$ cat src/hw/rtl/bsfe_pkg.sv
// shared constants and types for the byte stuffing frame encoder
// no dependencies; used by every other file of the block but bsfe_if
`default_nettype none

package bsfe_pkg;

  localparam logic [7:0] StartCode = 8'hC0;
  localparam logic [7:0] EscCode   = 8'hDB;
  localparam logic [7:0] EscStart  = 8'hDC;
  localparam logic [7:0] EscEsc    = 8'hDD;
  localparam logic [7:0] StopCode  = 8'hDB;

  localparam int unsigned QueueDepth = 2;

  // one classified payload byte, as handed from front to back
  typedef struct packed {
    logic       with_start;
    logic       escaped;
    logic [7:0] data_byte;
    logic       with_stop;
  } desc_t;

endpackage

`default_nettype wire

$ cat src/hw/rtl/bsfe_if.sv
// valid/ready channel interfaces for payload bytes and line bytes
// no dependencies
`default_nettype none

interface bsfe_in_if;
  logic       valid;
  logic       ready;
  logic [7:0] payload_byte;
  logic       frame_last;

  modport source (output valid, output payload_byte, output frame_last, input ready);
  modport sink   (input valid, input payload_byte, input frame_last, output ready);
endinterface

interface bsfe_out_if;
  logic       valid;
  logic       ready;
  logic [7:0] line_byte;
  logic       burst_last;
  logic       frame_done;

  modport source (output valid, output line_byte, output burst_last, output frame_done,
                  input ready);
  modport sink   (input valid, input line_byte, input burst_last, input frame_done,
                  output ready);
endinterface

`default_nettype wire

$ cat src/hw/rtl/byte_stuffing_frame_encoder_core.sv
// top level of the byte stuffing frame encoder: front, queue and back
// depends on bsfe_pkg, bsfe_if, bsfe_front, bsfe_queue, bsfe_back
//
//   channel | dir | payload                                  | handshake
//   in_i    | in  | payload_byte[7:0], frame_last            | valid/ready
//   out_o   | out | line_byte[7:0], burst_last, frame_done   | valid/ready
//
// the back end sends one line byte per cycle while out_o is not stalled; an
// input byte gives 1 to 5 line bytes (start byte, escape pair, stop pair);
// its first line byte passes a queue entry, cur_q and obyte_q on its way out
// the queue lets the front take bytes while the back is stalled or busy
// asynchronous active-low reset empties the queue and re-arms the start byte
`default_nettype none

module byte_stuffing_frame_encoder_core #(
  parameter int unsigned QueueDepth = bsfe_pkg::QueueDepth
) (
  input  wire logic  clk_i,
  input  wire logic  rst_ni,
  bsfe_in_if.sink    in_i,
  bsfe_out_if.source out_o
);

  bsfe_pkg::desc_t push_desc, pop_desc;
  logic            push_valid, push_ready, pop_valid, pop_ready;

  bsfe_front u_front (
    .clk_i        (clk_i),
    .rst_ni       (rst_ni),
    .in_i         (in_i),
    .push_desc_o  (push_desc),
    .push_valid_o (push_valid),
    .push_ready_i (push_ready)
  );

  bsfe_queue #(
    .Depth (QueueDepth)
  ) u_queue (
    .clk_i        (clk_i),
    .rst_ni       (rst_ni),
    .push_desc_i  (push_desc),
    .push_valid_i (push_valid),
    .push_ready_o (push_ready),
    .pop_desc_o   (pop_desc),
    .pop_valid_o  (pop_valid),
    .pop_ready_i  (pop_ready)
  );

  bsfe_back u_back (
    .clk_i       (clk_i),
    .rst_ni      (rst_ni),
    .pop_desc_i  (pop_desc),
    .pop_valid_i (pop_valid),
    .pop_ready_o (pop_ready),
    .out_o       (out_o)
  );

endmodule

`default_nettype wire

$ cat src/hw/rtl/bsfe_front.sv
// front end: accepts payload bytes, tracks frame position and classifies
// depends on bsfe_pkg and bsfe_in_if
`default_nettype none

module bsfe_front (
  input  wire logic          clk_i,
  input  wire logic          rst_ni,
  bsfe_in_if.sink            in_i,
  output bsfe_pkg::desc_t    push_desc_o,
  output logic               push_valid_o,
  input  wire logic          push_ready_i
);

  logic inside_q, inside_d;
  logic accept;

  assign in_i.ready   = push_ready_i;
  assign push_valid_o = in_i.valid;
  assign accept       = in_i.valid && push_ready_i;

  always_comb begin
    push_desc_o.with_start = !inside_q;
    push_desc_o.with_stop  = in_i.frame_last;
    push_desc_o.escaped    = (in_i.payload_byte == bsfe_pkg::StartCode) ||
                             (in_i.payload_byte == bsfe_pkg::EscCode);
    // escaped bytes keep only their second line byte here
    if (in_i.payload_byte == bsfe_pkg::StartCode) begin
      push_desc_o.data_byte = bsfe_pkg::EscStart;
    end else if (in_i.payload_byte == bsfe_pkg::EscCode) begin
      push_desc_o.data_byte = bsfe_pkg::EscEsc;
    end else begin
      push_desc_o.data_byte = in_i.payload_byte;
    end
  end

  always_comb begin
    inside_d = inside_q;
    if (accept) begin
      inside_d = !in_i.frame_last;
    end
  end

  always_ff @(posedge clk_i or negedge rst_ni) begin
    if (!rst_ni) begin
      inside_q <= 1'b0;
    end else begin
      inside_q <= inside_d;
    end
  end

endmodule

`default_nettype wire

$ cat src/hw/rtl/bsfe_queue.sv
// short register queue of classified bytes between front and back
// depends on bsfe_pkg
`default_nettype none

module bsfe_queue #(
  parameter int unsigned Depth = bsfe_pkg::QueueDepth
) (
  input  wire logic            clk_i,
  input  wire logic            rst_ni,
  input  wire bsfe_pkg::desc_t push_desc_i,
  input  wire logic            push_valid_i,
  output logic                 push_ready_o,
  output bsfe_pkg::desc_t      pop_desc_o,
  output logic                 pop_valid_o,
  input  wire logic            pop_ready_i
);

  localparam int unsigned PtrW = (Depth > 1) ? $clog2(Depth) : 1;
  localparam int unsigned CntW = $clog2(Depth + 1);

  bsfe_pkg::desc_t entry_q [Depth];
  logic [PtrW-1:0] wr_ptr_q, wr_ptr_d, rd_ptr_q, rd_ptr_d;
  logic [CntW-1:0] count_q, count_d;
  logic push, pop;

  assign push_ready_o = (count_q != CntW'(Depth));
  assign pop_valid_o  = (count_q != '0);
  assign pop_desc_o   = entry_q[rd_ptr_q];
  assign push         = push_valid_i && push_ready_o;
  assign pop          = pop_valid_o && pop_ready_i;

  always_comb begin
    wr_ptr_d = wr_ptr_q;
    rd_ptr_d = rd_ptr_q;
    count_d  = count_q;
    if (push) begin
      wr_ptr_d = (wr_ptr_q == PtrW'(Depth - 1)) ? '0 : wr_ptr_q + PtrW'(1);
    end
    if (pop) begin
      rd_ptr_d = (rd_ptr_q == PtrW'(Depth - 1)) ? '0 : rd_ptr_q + PtrW'(1);
    end
    if (push && !pop) begin
      count_d = count_q + CntW'(1);
    end else if (pop && !push) begin
      count_d = count_q - CntW'(1);
    end
  end

  always_ff @(posedge clk_i or negedge rst_ni) begin
    if (!rst_ni) begin
      wr_ptr_q <= '0;
      rd_ptr_q <= '0;
      count_q  <= '0;
    end else begin
      wr_ptr_q <= wr_ptr_d;
      rd_ptr_q <= rd_ptr_d;
      count_q  <= count_d;
    end
  end

  always_ff @(posedge clk_i) begin
    if (push) begin
      entry_q[wr_ptr_q] <= push_desc_i;
    end
  end

endmodule

`default_nettype wire

$ cat src/hw/rtl/bsfe_back.sv
// back end: expands one classified byte into its line bytes, one per cycle unless out_o stalls
// depends on bsfe_pkg and bsfe_out_if
`default_nettype none

module bsfe_back (
  input  wire logic            clk_i,
  input  wire logic            rst_ni,
  input  wire bsfe_pkg::desc_t pop_desc_i,
  input  wire logic            pop_valid_i,
  output logic                 pop_ready_o,
  bsfe_out_if.source           out_o
);

  typedef enum logic [2:0] {
    PhStart,
    PhEsc,
    PhData,
    PhStop1,
    PhStop2
  } phase_e;

  logic            busy_q, busy_d;
  phase_e          phase_q, phase_d;
  bsfe_pkg::desc_t cur_q, cur_d;
  logic            ovalid_q, ovalid_d;
  logic [7:0]      obyte_q, obyte_d;
  logic            olast_q, olast_d;
  logic            odone_q, odone_d;

  logic       load, emit, final_ph, take;
  phase_e     next_ph, first_ph;
  logic [7:0] ph_byte;

  assign out_o.valid      = ovalid_q;
  assign out_o.line_byte  = obyte_q;
  assign out_o.burst_last = olast_q;
  assign out_o.frame_done = odone_q;

  always_comb begin
    load        = !ovalid_q || out_o.ready;
    emit        = busy_q && load;
    final_ph    = (phase_q == PhStop2) || ((phase_q == PhData) && !cur_q.with_stop);
    pop_ready_o = !busy_q || (emit && final_ph);
    take        = pop_valid_i && pop_ready_o;

    if (pop_desc_i.with_start) begin
      first_ph = PhStart;
    end else if (pop_desc_i.escaped) begin
      first_ph = PhEsc;
    end else begin
      first_ph = PhData;
    end

    unique case (phase_q)
      PhStart: begin
        next_ph = cur_q.escaped ? PhEsc : PhData;
        ph_byte = bsfe_pkg::StartCode;
      end
      PhEsc: begin
        next_ph = PhData;
        ph_byte = bsfe_pkg::EscCode;
      end
      PhData: begin
        next_ph = PhStop1;
        ph_byte = cur_q.data_byte;
      end
      PhStop1: begin
        next_ph = PhStop2;
        ph_byte = bsfe_pkg::StopCode;
      end
      PhStop2: begin
        next_ph = PhStart;
        ph_byte = bsfe_pkg::StopCode;
      end
      default: begin
        next_ph = PhStart;
        ph_byte = bsfe_pkg::StopCode;
      end
    endcase
  end

  always_comb begin
    busy_d   = busy_q;
    phase_d  = phase_q;
    cur_d    = cur_q;
    ovalid_d = ovalid_q;
    obyte_d  = obyte_q;
    olast_d  = olast_q;
    odone_d  = odone_q;

    if (load) begin
      ovalid_d = emit;
    end
    if (emit) begin
      obyte_d = ph_byte;
      olast_d = final_ph;
      odone_d = (phase_q == PhStop2);
      phase_d = next_ph;
      if (final_ph) begin
        busy_d = 1'b0;
      end
    end
    // next item enters on the same edge the last byte of this one leaves
    if (take) begin
      busy_d  = 1'b1;
      cur_d   = pop_desc_i;
      phase_d = first_ph;
    end
  end

  always_ff @(posedge clk_i or negedge rst_ni) begin
    if (!rst_ni) begin
      busy_q   <= 1'b0;
      phase_q  <= PhStart;
      ovalid_q <= 1'b0;
    end else begin
      busy_q   <= busy_d;
      phase_q  <= phase_d;
      ovalid_q <= ovalid_d;
    end
  end

  always_ff @(posedge clk_i) begin
    cur_q   <= cur_d;
    obyte_q <= obyte_d;
    olast_q <= olast_d;
    odone_q <= odone_d;
  end

endmodule

`default_nettype wire

$ cat src/flat_wrapper.sv
// flat-port wrapper written by rule: the top's interface ports become plain ports
module byte_stuffing_frame_encoder_core_flat 
#(
  parameter int unsigned QueueDepth = bsfe_pkg::QueueDepth
)
  (clk_i, rst_ni, in_i_valid, in_i_payload_byte, in_i_frame_last, in_i_ready, out_o_valid, out_o_line_byte, out_o_burst_last, out_o_frame_done, out_o_ready);
  bsfe_in_if in_i_i ();
  bsfe_out_if out_o_i ();
  input  wire logic clk_i;
  input  wire logic rst_ni;
  input wire logic [$bits(in_i_i.valid)-1:0] in_i_valid;
  input wire logic [$bits(in_i_i.payload_byte)-1:0] in_i_payload_byte;
  input wire logic [$bits(in_i_i.frame_last)-1:0] in_i_frame_last;
  output wire logic [$bits(in_i_i.ready)-1:0] in_i_ready;
  output wire logic [$bits(out_o_i.valid)-1:0] out_o_valid;
  output wire logic [$bits(out_o_i.line_byte)-1:0] out_o_line_byte;
  output wire logic [$bits(out_o_i.burst_last)-1:0] out_o_burst_last;
  output wire logic [$bits(out_o_i.frame_done)-1:0] out_o_frame_done;
  input wire logic [$bits(out_o_i.ready)-1:0] out_o_ready;
  assign in_i_i.valid = in_i_valid;
  assign in_i_i.payload_byte = in_i_payload_byte;
  assign in_i_i.frame_last = in_i_frame_last;
  assign in_i_ready = in_i_i.ready;
  assign out_o_valid = out_o_i.valid;
  assign out_o_line_byte = out_o_i.line_byte;
  assign out_o_burst_last = out_o_i.burst_last;
  assign out_o_frame_done = out_o_i.frame_done;
  assign out_o_i.ready = out_o_ready;
  byte_stuffing_frame_encoder_core #(.QueueDepth(QueueDepth)) u_core (.clk_i(clk_i), .rst_ni(rst_ni), .in_i(in_i_i), .out_o(out_o_i));
endmodule
$ cat config.mk
export PLATFORM = sky130hd
export DESIGN_NAME = byte_stuffing_frame_encoder_core_flat
export DESIGN_NICKNAME = d
export VERILOG_FILES = /design/src/hw/rtl/bsfe_pkg.sv /design/src/hw/rtl/bsfe_if.sv /design/src/hw/rtl/byte_stuffing_frame_encoder_core.sv /design/src/hw/rtl/bsfe_front.sv /design/src/hw/rtl/bsfe_queue.sv /design/src/hw/rtl/bsfe_back.sv /design/src/flat_wrapper.sv
export SDC_FILE = /design/constraint.sdc
export NUM_CORES = 1
export LEC_CHECK = 0
export BUFFER_PORTS_ARGS = -buffer_cell sky130_fd_sc_hd__buf_2
export CAP_MARGIN = 20
export CORE_MARGIN = 4
export CORE_UTILIZATION = 35
export DETAILED_ROUTE_END_ITERATION = 8
export GPL_TIMING_DRIVEN = 0
export HOLD_SLACK_MARGIN = 0.06
export PLACE_DENSITY = 0.51
export SLEW_MARGIN = 40
export SYNTH_ARGS = -nofsm -noshare
export SYNTH_HDL_FRONTEND = slang
export SYNTH_HIERARCHICAL = 1
export SYNTH_SLANG_ARGS = --single-unit
$ cat constraint.sdc
create_clock -name clk_i -period 4.7 [get_ports clk_i]
set_input_delay 0.94 -clock clk_i [delete_from_list [all_inputs] [get_ports clk_i]]
set_output_delay 0.94 -clock clk_i [all_outputs]
set_load 0.05 [all_outputs]
==> run_results.csv <==
group,metric,value,unit
worst_setup_path,cp-start-kind,"flop",
logic_synthesis,netlist_instances,141,
layout,syn_to_final_growth,13.6,%
pwr,p_per_area,584,mW/mm^2
worst_setup_path,crit_cells,3,
floorplanning,ioPinCount,25,
routing,routed_wl,3.07,mm
layout,stdcell_area,0.00245,mm^2
pwr,irDropWorstVdd,260,uV
layout,instances_no_fill,247,
cts,cts_root_buf,"clkbuf_8",
floorplanning,core_area,0.00596,mm^2
global_routing,grt_pass1_vias,1157,
cts,cts_tree,"done",
routing,first_pass_iters,4,
min_path,hold_class,"flop to flop",
global_routing,antenna_found_initial,0,
layout,drive_above_1_share,32.0,%
sta,skew,6.32,ps
global_routing,grt.total_usage,9.47,%
cts,cts_buffers,5,
floorplanning,die_area,0.00748,mm^2
logic_synthesis,syn_area_per_cell,15.3,um^2
logic_synthesis,ys_types,40,
worst_setup_path,critical_path_class,"flop to output port",
logic_synthesis,yosysWarnings,6,
sta,relSlewSlack,61.1,%
logic_synthesis,synth-seq-cells,52,
routing,drt-wirelength-per-cell,12.4,um
cts,cts_resized,0,
job,drv_cap,0,
placed_design,io_buffers,24,
worst_setup_path,cp_num_buf_inv,2,
worst_setup_path,cp_cell_sequence,"nand2b_4 > buf_4 > buf_2",
logic_synthesis,synth_fp_nets,155,
worst_setup_path,crit_family,"flip-flops",
worst_setup_path,crit_required,3760,ps
cts,hold_buffers,0,
layout,n_fill_cell,604,
routing,ant_nets,0,
outcome,status,"finished clean",
global_routing,grt_overflow_total,0,
sta,finalCritPeriodShare,46.3,%
layout,nets,186,
pwr,p_leak,0.918,nW
logic_synthesis,synthTopCellsByCount,"42 x edfxtp_1, 13 x nand2_1, 11 x mux2_2, 10 x dfrtp_1",
floorplanning,die_height,86.5,um
worst_setup_path,reg2reg_depth,7,
placed_design,placed_cells,240,
routing,drt_iter0_drc,83,
floorplanning,rows,28,
worst_setup_path,slowest_stage,"dfrtp_1",
logic_synthesis,synth-seq-area-share,70.2,%
sta,grt_setup_unrepaired,"no",
min_path,min_path_cells,2,
logic_synthesis,synth_edf_count,42,
placed_design,dp_slack,2340,ps
cts,clk_latency,290,ps
logic_synthesis,synthFlopType,"edfxtp_1",
cts,path_clk_slew,80,ps
sta,report.final.slew_viol_count,0,
global_routing,grt_start_max_net_pins,15,
floorplanning,start_util,36.2,%
logic_synthesis,synth_area_leaders,"edfxtp_1 59%, dfrtp_1 12%, mux2_2 5.7%, nand2_1 2.3%, buf_4 1.4%",
worst_setup_path,worstPathArrival,1240,ps
sta,fmax,459,MHz
logic_synthesis,yosysTopAreaCellShare,58.5,%
sta,fin_ws,2520,ps
placed_design,place_hpwl,2.25,mm
placed_design,gp_congestion,0.789,
cts,clkSinkCount,52,
cts,cts_setup_buffers,0,
routing,drc,0,
logic_synthesis,synth_area,0.00215,mm^2
placed_design,post_dp_cell_area,0.00237,mm^2
worst_setup_path,cp_slowest_stage_delay,430,ps
cts,htree_levels,2,
sta,worst_pin_slew,583,ps
sta,min_period,2180,ps
sta,finalSetupViolCount,0,
routing,routed_via_density,4.50,
logic_synthesis,synthMostInstantiatedCell,"edfxtp_1",
layout,antennaDiodeCount,0,
global_routing,grt_pass1_wl,5.46,mm
routing,vias,1112,
worst_setup_path,critPathCaptureType,"output port",
logic_synthesis,ys_async_sr_fraction,19.2,%
worst_setup_path,path_max_fanout,4,
logic_synthesis,yosysTopAreaCell,"edfxtp_1",
cts,clockBufferDepth,2,
sta,hold_viol_final,0,
sta,fin_tns_setup,0,ps
floorplanning,die_x,86.5,um
-- routing by layer --
layer,share of wire [%],global-route usage (%),vias to the layer above
met5,0,0,-
met1,46,11.1,514
li1,-,-,565
met2,47,15.6,29
met3,5.7,3.61,4
met4,1.1,3.82,0
-- path summary, 6_finish.rpt --
kind / start / to / slack [ps]
max reg2reg: u_core/u_back/phase_q[2]$_DFFE_PN0P_ / u_core/u_queue/count_q[1]$_DFFE_PN0P_ / 2790
max: u_core/u_queue/count_q[0]$_DFFE_PN0P_ / in_i_ready / 2520
min: u_core/u_front/inside_q$_DFFE_PN0P_ / u_core/u_front/inside_q$_DFFE_PN0P_ / 490
min reg2reg: u_core/u_front/inside_q$_DFFE_PN0P_ / u_core/u_front/inside_q$_DFFE_PN0P_ / 490
max in group asynchronous: rst_ni / u_core/u_queue/rd_ptr_q$_DFFE_PN0P_ / 4000
min in group asynchronous: rst_ni / u_core/u_front/inside_q$_DFFE_PN0P_ / 500
-- cell families (layout without fill, tap and decap cells) --
logic type	after synthesis	in the layout	synth area share, %
AO/OA/AOI/OAI	13	13	4.24
XOR/XNOR	5	5	2.03
adder cells (fa/ha/maj)	1	1	0.581
buffers and inverters	13	44	3.25
flip-flops	52	52	70.2
multiplexers	13	13	6.91
AND/OR/NAND/NOR	44	44	12.8
-- state kept, by name (all words and copies together) (netlist names) --
name                            flops
u_core/u_queue/wr_ptr_q             1
u_core/u_back/out_o.valid           1
u_core/u_back/out_o.line_byte       8
u_core/u_queue/count_q              2
u_core/u_front/inside_q             1
u_core/u_back/phase_q               3
u_core/u_queue/rd_ptr_q             1
u_core/u_back/cur_q                10
u_core/u_back/busy_q                1
u_core/u_back/out_o.burst_last      1
u_core/u_back/out_o.frame_done      1
u_core/u_queue/entry_q             22
-- placed cells by master (no fill, tap or decap), drive strengths merged --
master / netlist / routed
nor2b: 1 / 1
or3b: 1 / 1
buf: 4 / 28
and2: 2 / 2
dlygate4sd3: 1 / 1
nand2: 14 / 14
edfxtp: 42 / 42
nand3b: 2 / 2
o21ai: 3 / 3
and3: 3 / 3
a21oi: 3 / 3
clkinv: 0 / 1
xnor2: 3 / 3
nand2b: 5 / 5
a211o: 1 / 1
ha: 1 / 1
or3: 1 / 1
o21bai: 2 / 2
or2: 2 / 2
inv: 4 / 4
clkbuf: 4 / 10
o311ai: 1 / 1
xor2: 2 / 2
mux2i: 1 / 1
mux2: 12 / 12
nand3: 5 / 5
or4: 1 / 1
o21a: 1 / 1
dfrtp: 10 / 10
nand4: 1 / 1
nor2: 4 / 4
a22oi: 1 / 1
nor3b: 1 / 1
nand4bb: 1 / 1
a21bo: 1 / 1
-- power breakdown --
part	switching (W)	internal, W	leakage [nW]
combinational	0.000302	0.000184	0.373
clock	0.000128	0.000101	0.0410
sequential	0.0000588	0.000657	0.504
total	0.000489	0.000942	0.918
-- tightest hold or removal path, cell delays in order, from the launching register on --
cell     delay [ps]
dfrtp_1         350
nand2_1          50
o21ai_0          60
-- area by class of cell --
cell class	count	area [um^2]	share of cell area (%)
Buffer	9	55.1	2.25
Sequential cell	52	1510	61.7
Clock inverter	1	5.00	0.204
Timing Repair Buffer	24	120	4.91
Clock buffer	6	72.6	2.96
Multi-Input combinational cell	76	576	23.5
Tap cell	75	93.8	3.83
Inverter	4	15.0	0.613
-- through the flow --
stage | utilization, % | total power (W) | hold WS (ps)
6_report | 41.1 | 0.00143 | 488
4_1_cts | 41.1 | 0.00145 | 493
2_1_floorplan | - | 0.00111 | 448
3_5_place_dp | 39.8 | 0.00122 | 473
3_3_place_gp | 39.8 | 0.00120 | 474
5_1_grt | 41.1 | 0.00153 | 502
Power figures use the tool's default switching activity.
